**config.mk**
```make
export PLATFORM = sky130hd
export DESIGN_NAME = bpc_cal_flat
export DESIGN_NICKNAME = d
export VERILOG_FILES = /design/src/hdl/bpc_pkg.sv /design/src/hdl/bpc_if.sv /design/src/hdl/bpc_cal.sv /design/src/flat_wrapper.sv
export SDC_FILE = /design/constraint.sdc
export NUM_CORES = 1
export LEC_CHECK = 0
export BUFFER_PORTS_ARGS = -buffer_cell sky130_fd_sc_hd__buf_2
export CORE_MARGIN = 3
export CORE_UTILIZATION = 45
export CTS_CLUSTER_DIAMETER = 100
export DETAILED_ROUTE_END_ITERATION = 10
export PLACE_DENSITY = 0.72
export SLEW_MARGIN = 20
export SYNTH_ARGS = -nofsm -noshare
export SYNTH_HDL_FRONTEND = slang
export SYNTH_SLANG_ARGS = --single-unit
```
**constraint.sdc**
```tcl
create_clock -name clk -period 1 [get_ports clk]
set_input_delay 0 -clock clk [delete_from_list [all_inputs] [get_ports clk]]
set_output_delay 0 -clock clk [all_outputs]
set_load 0.02 [all_outputs]
```
**src/hdl/bpc_pkg.sv**
```systemverilog
`default_nettype none
// ----------------------------------------------------------------------------
// bpc_pkg
// Shared types, constants and helpers for the pressure compensation pipeline.
// ----------------------------------------------------------------------------
package bpc_pkg;

	// Configuration register indexes.
	localparam logic [3:0] BPC_REG_AC1     = 4'd0;
	localparam logic [3:0] BPC_REG_AC2     = 4'd1;
	localparam logic [3:0] BPC_REG_AC3     = 4'd2;
	localparam logic [3:0] BPC_REG_AC4     = 4'd3;
	localparam logic [3:0] BPC_REG_AC5_AC6 = 4'd4;
	localparam logic [3:0] BPC_REG_B1      = 4'd5;
	localparam logic [3:0] BPC_REG_B2      = 4'd6;
	localparam logic [3:0] BPC_REG_MC_MD   = 4'd7;

	// Calibration reset values.
	localparam logic [15:0] BPC_RST_AC1     = 16'd408;
	localparam logic [15:0] BPC_RST_AC2     = 16'hFFB8;
	localparam logic [15:0] BPC_RST_AC3     = 16'hC7D1;
	localparam logic [15:0] BPC_RST_AC4     = 16'd32741;
	localparam logic [31:0] BPC_RST_AC5_AC6 = 32'd2146785905;
	localparam logic [15:0] BPC_RST_B1      = 16'd6190;
	localparam logic [15:0] BPC_RST_B2      = 16'd4;
	localparam logic [31:0] BPC_RST_MC_MD   = 32'd3724086068;

	// Fixed coefficients of the compensation formulae.
	localparam logic [31:0] BPC_B6_OFFSET = 32'd4000;
	localparam logic [31:0] BPC_P_C1      = 32'd3038;
	localparam logic [31:0] BPC_P_C2      = 32'hFFFF_E343;
	localparam logic [31:0] BPC_P_C3      = 32'd3791;
	localparam logic [31:0] BPC_P_SCALE   = 32'd50000;
	localparam logic [31:0] BPC_B4_BIAS   = 32'd32768;

	// Number of quotient bits, one per divider stage.
	localparam int BPC_DIV_BITS = 32;

	typedef struct packed {
		logic [15:0] ac1;
		logic [15:0] ac2;
		logic [15:0] ac3;
		logic [15:0] ac4;
		logic [31:0] ac5_ac6;
		logic [15:0] b1;
		logic [15:0] b2;
		logic [31:0] mc_md;
	} cal_t;

	// Sideband that travels beside the dividers.
	typedef struct packed {
		logic        err;
		logic        neg;
		logic        dbl;
		logic [1:0]  mode;
		logic [23:0] up;
		logic [31:0] x1t;
		logic [15:0] temp;
	} ctx_t;

	// Arithmetic shift right of a 32-bit word by a constant amount.
	function automatic logic [31:0] asr32(input logic [31:0] v, input logic [4:0] n);
		asr32 = 32'($signed(v) >>> n);
	endfunction

	// Sign extension of a 16-bit calibration word.
	function automatic logic [31:0] sx16(input logic [15:0] v);
		sx16 = {{16{v[15]}}, v};
	endfunction

endpackage
`default_nettype wire

```
**src/hdl/bpc_if.sv**
```systemverilog
`default_nettype none


interface bpc_cfg_if;
	logic        valid;
	logic        ready;
	logic [3:0]  index;
	logic [31:0] data;
	modport source (output valid, index, data, input ready);
	modport sink (input valid, index, data, output ready);
endinterface
`default_nettype wire

```
**src/hdl/bpc_cal.sv**
```systemverilog
`default_nettype none
// ----------------------------------------------------------------------------
// bpc_cal
// Calibration register file, written through the configuration channel.
// ----------------------------------------------------------------------------
module bpc_cal (
	input  wire           clk,
	input  wire           arst_n,
	bpc_cfg_if.sink       cfg,
	output bpc_pkg::cal_t cal
);
	import bpc_pkg::*;

	cal_t cal_q;

	assign cfg.ready = 1'b1;
	assign cal       = cal_q;

	// Register writes; indexes past the last register are dropped.
	always_ff @(posedge clk or negedge arst_n) begin
		if (!arst_n) begin
			cal_q.ac1     <= BPC_RST_AC1;
			cal_q.ac2     <= BPC_RST_AC2;
			cal_q.ac3     <= BPC_RST_AC3;
			cal_q.ac4     <= BPC_RST_AC4;
			cal_q.ac5_ac6 <= BPC_RST_AC5_AC6;
			cal_q.b1      <= BPC_RST_B1;
			cal_q.b2      <= BPC_RST_B2;
			cal_q.mc_md   <= BPC_RST_MC_MD;
		end else if (cfg.valid) begin
			unique case (cfg.index)
				BPC_REG_AC1:     cal_q.ac1     <= cfg.data[15:0];
				BPC_REG_AC2:     cal_q.ac2     <= cfg.data[15:0];
				BPC_REG_AC3:     cal_q.ac3     <= cfg.data[15:0];
				BPC_REG_AC4:     cal_q.ac4     <= cfg.data[15:0];
				BPC_REG_AC5_AC6: cal_q.ac5_ac6 <= cfg.data;
				BPC_REG_B1:      cal_q.b1      <= cfg.data[15:0];
				BPC_REG_B2:      cal_q.b2      <= cfg.data[15:0];
				BPC_REG_MC_MD:   cal_q.mc_md   <= cfg.data;
				default: begin
				end
			endcase
		end
	end

endmodule
`default_nettype wire

```
**src/flat_wrapper.sv**
```systemverilog
// flat-port wrapper written by rule: the top's interface ports become plain ports
module bpc_cal_flat import bpc_pkg::*;
  (clk, arst_n, cal, cfg_valid, cfg_index, cfg_data, cfg_ready);
  bpc_cfg_if cfg_i ();
  input  wire clk;
  input  wire arst_n;
  output bpc_pkg::cal_t cal;
  input wire logic [$bits(cfg_i.valid)-1:0] cfg_valid;
  input wire logic [$bits(cfg_i.index)-1:0] cfg_index;
  input wire logic [$bits(cfg_i.data)-1:0] cfg_data;
  output wire logic [$bits(cfg_i.ready)-1:0] cfg_ready;
  assign cfg_i.valid = cfg_valid;
  assign cfg_i.index = cfg_index;
  assign cfg_i.data = cfg_data;
  assign cfg_ready = cfg_i.ready;
  bpc_cal u_core (.clk(clk), .arst_n(arst_n), .cfg(cfg_i), .cal(cal));
endmodule
```
# Yosys cells after proc, flatten, opt, wreduce, memory -nomap -nowiden
# Index checks and enable logic that the tools add are counted.
# totals
input_bits	39
elab_cells	24
out_inout_bits	161
reg_bits	160
# classes
eq_ne	7
n_reduce_logical	9
# ops
cell	n
4-bit by 3-bit equality test with 1-bit output (second input constant)	4
2-bit AND reduction	8
4-bit by 2-bit equality test with 1-bit output (second input constant)	2
4-bit by 1-bit equality test with 1-bit output (second input constant)	1
4-bit zero test	1

# Longest topological paths before layout
# depth
word_depth	2
mapped_depth	5
depth_no_buf	3

# Least setup slack after synthesis
# OpenSTA, ideal clock, no wires.
# synth_path
path_type	input-to-reg
startpoint	input cfg_valid
endpoint	register u_core.cal_q, in the netlist u_core.cal[54]
cell_stages	5
t_arrival_ns	0.905
required_ns	0.875
path_buffers	2
slack_ns	-0.030
setup_time_ns	0.125
cell_sequence	nor2b_4 > nor2b_1 > buf_4 > buf_6 > mux2_2
# synth_via
elab_chain_cells	1
# synth_lines
element	line_no	rtl
start: declaration	flat_wrapper.sv:8	input wire logic [$bits(cfg_i.valid)-1:0] cfg_valid;
2-bit AND reduction (no source line)	-	
end: declaration	bpc_cal.sv:14	cal_t cal_q;
# No other way between the ends.
# A chain may end at the register's enable or synchronous reset.

# Worst setup path in the final report
# layout_path
startpoint	register u_core.cal_q, in the netlist u_core.cal[30]
endpoint	output cal[30] in the netlist's numbering
# layout_lines
element	line_no	rtl
end: declaration	flat_wrapper.sv:7	output bpc_pkg::cal_t cal;
# No word-level cell between the ends.

==> flow_metrics.tcl <==
set metrics [dict create \
    power_mw 23.1 \
    cts_tree "built" \
    grt_overflow_total 0 \
    cts.path.max_buffers 2 \
    clock_sinks 160 \
    pre_cts_slack_ps -214 \
    drt_first_pass_iters 4 \
    start_kind "register" \
    fmax_ghz 0.902 \
    largest_reg_flops 160 \
    grt_use_total_pct 22.0 \
    synth-seq-cells 160 \
    drive_above_1_share_pct 81.4 \
    r2r-end "u_core.cal[150]$_DFFE_PN0P_" \
    syn_inst 349 \
    yosysMostFrequentCell "mux2_2" \
    clkLatencyLatePin_ps 420 \
    cpPeakStageDelay_ps 560 \
    start_util_pct 46.2 \
    peakVddDrop_v 0.00167 \
    skew_ps 0 \
    syn_avg_cell_area_um2 17.6 \
    violations "negative setup slack" \
    die_h_um 123 \
    gp_congestion 0.759 \
    die_w_um 123 \
    placed_area_um2 7660 \
    core_um2 13300 \
    ios 200 \
    layout.nets 671 \
    r2r_cells 2 \
    period_minus_slack_ps 1110 \
    rsz0062_at_grt "yes" \
    fin_ws_ps -108 \
    cts_made_buffers 17 \
    grt_pass1_wl_mm 24.6 \
    netlist_area_um2 6150 \
    setup_violations 83 \
    netlist.area_leader.share_pct 35.5 \
    clkTransAtPathRegs_ps 70 \
    final_area_um2 9440 \
    cpLargestDelayFamily "flip-flops" \
    root_buffer "clkbuf_16" \
    syn_nets 388 \
    via_per_inst 5.02 \
    antenna_cells 0 \
    tns_ps -6340 \
    p_per_area_nw_per_um2 2450 \
    antenna_found_initial 2 \
    status "complete, but fails checks" \
    seq_area_frac_synth_pct 66.8 \
    synthFlopType "dfstp_2" \
    post_drt_wl_per_cell_um 20.1 \
    worstPathRequired_ps 1000 \
    fp.dieArea_um2 15100 \
    cts.htree.levels 4 \
    path_depth 1 \
    crit_buf_inv 1 \
    yosysUniqueCellTypes 19 \
    crit_type "register to output port" \
    slew_viol_final 0 \
    yosysTopAreaCell "dfstp_2" \
    synthTopCellsByArea "dfstp_2, dfrtp_1, mux2_2" \
    hold_viol 0 \
    critPathSlowestCell "dfstp_2" \
    finish.utilization_pct 71.0 \
    ys.warnings.count 0 \
    cp_max_fo 2 \
    port_buffers 198 \
    dp_hpwl_mm 10.4 \
    grt_max_degree 42 \
    path_cells "buf_6" \
    synthArstFlopShare_pct 100 \
    synth_enable_flop_cells 0 \
    hold_class "primary input to asynchronous set/reset pin" \
    areaGrowthSynthToFinish_pct 53.6 \
    rows 42 \
    routed_wl_mm 16.5 \
    timing.rr.start "u_core.cal[150]$_DFFE_PN0P_" \
    drt_iter0_drc 157 \
    drc 0 \
    antenna_left 0 \
    r2r_slack_ps 60 \
    crit_end "cal[30]" \
    worstPathArrival_ps 1110 \
    period_share_pct 111 \
    max-cap-violations 0 \
    num_vias 4120 \
    static-leakage-power_nw 4.34 \
    crit_start "u_core.cal[30]$_DFFE_PN1P_" \
    end_kind "output port" \
    synth_top_cells_by_count "mux2_2, dfstp_2, dfrtp_1" \
    grt_pass1_vias 4467 \
]
-- layer usage --
layer	global-route usage (%)	part of all wire (%)
met1	26.6	41
met2	35.8	49
met3	9.68	8.4
met4	6.37	1.4
met5	0	0.13
-- how the worst min path moves through the flow --
stage          startpoint                    endpoint  slack (ps)  cells after the start
5_1_grt            arst_n  u_core.cal[37]$_DFFE_PN0P_         100                      2
2_1_floorplan      arst_n   u_core.cal[0]$_DFFE_PN0P_        -300                      0
6_report           arst_n  u_core.cal[39]$_DFFE_PN0P_         110                      2
3_3_place_gp       arst_n  u_core.cal[39]$_DFFE_PN0P_         -50                      1
3_5_place_dp       arst_n  u_core.cal[37]$_DFFE_PN0P_         -50                      1
4_1_cts            arst_n  u_core.cal[37]$_DFFE_PN0P_          70                      2
-- through the flow --
step	hold WS, ps	instances
after floorplan	-296	349
after global placement	-51.9	739
after detailed placement	-49.3	739
after CTS	70.4	811
after global routing	101	821
final	107	821
-- placed cells by master (no fill, tap or decap), types with 3 or more instances in the layout --
| cell | synthesis | layout |
|---|---|---|
| mux2_2 | 157 | 150 |
| buf_6 | 5 | 122 |
| dfstp_2 | 83 | 83 |
| dfrtp_1 | 77 | 77 |
| buf_2 | 4 | 69 |
| buf_4 | 5 | 42 |
| dlygate4sd3_1 | 0 | 33 |
| clkbuf_16 | 0 | 17 |
| buf_12 | 0 | 12 |
| mux2_4 | 0 | 7 |
| clkinv_2 | 0 | 5 |
| nand3_2 | 3 | 3 |
| mux2_1 | 3 | 3 |
| clkbuf_1 | 0 | 3 |
-- power by group --
| part | internal, mW | total (mW) | switching, mW |
|---|---|---|---|
| clock | 3.54 | 6.07 | 2.53 |
| combinational | 3.94 | 7.37 | 3.44 |
| sequential | 8.58 | 9.67 | 1.09 |
-- final cells by class --
class,count,area (um2)
flip-flops and latches,160,4110
fillers,845,3850
repair buffers,278,2610
multi-input cells,175,1960
clock buffers,22,464
well taps,176,220
clock inverters,10,87.6
-- cells by family (layout without fill, tap and decap cells) --
group	after synthesis	after routing	share of synthesized area [%]
buf+inv	14	310	1.85
flops	160	160	66.8
simple gates	14	14	1.93
other cells	1	1	0.0610
mux	160	160	29.3
-- repair_timing --
action                     CTS  global route
setup endpoints to repair   87           129
resized for setup          172            79
buffers inserted             7            10
hold endpoints to repair   255             0
hold buffers                33             0
(Power assumes the default switching activity.)
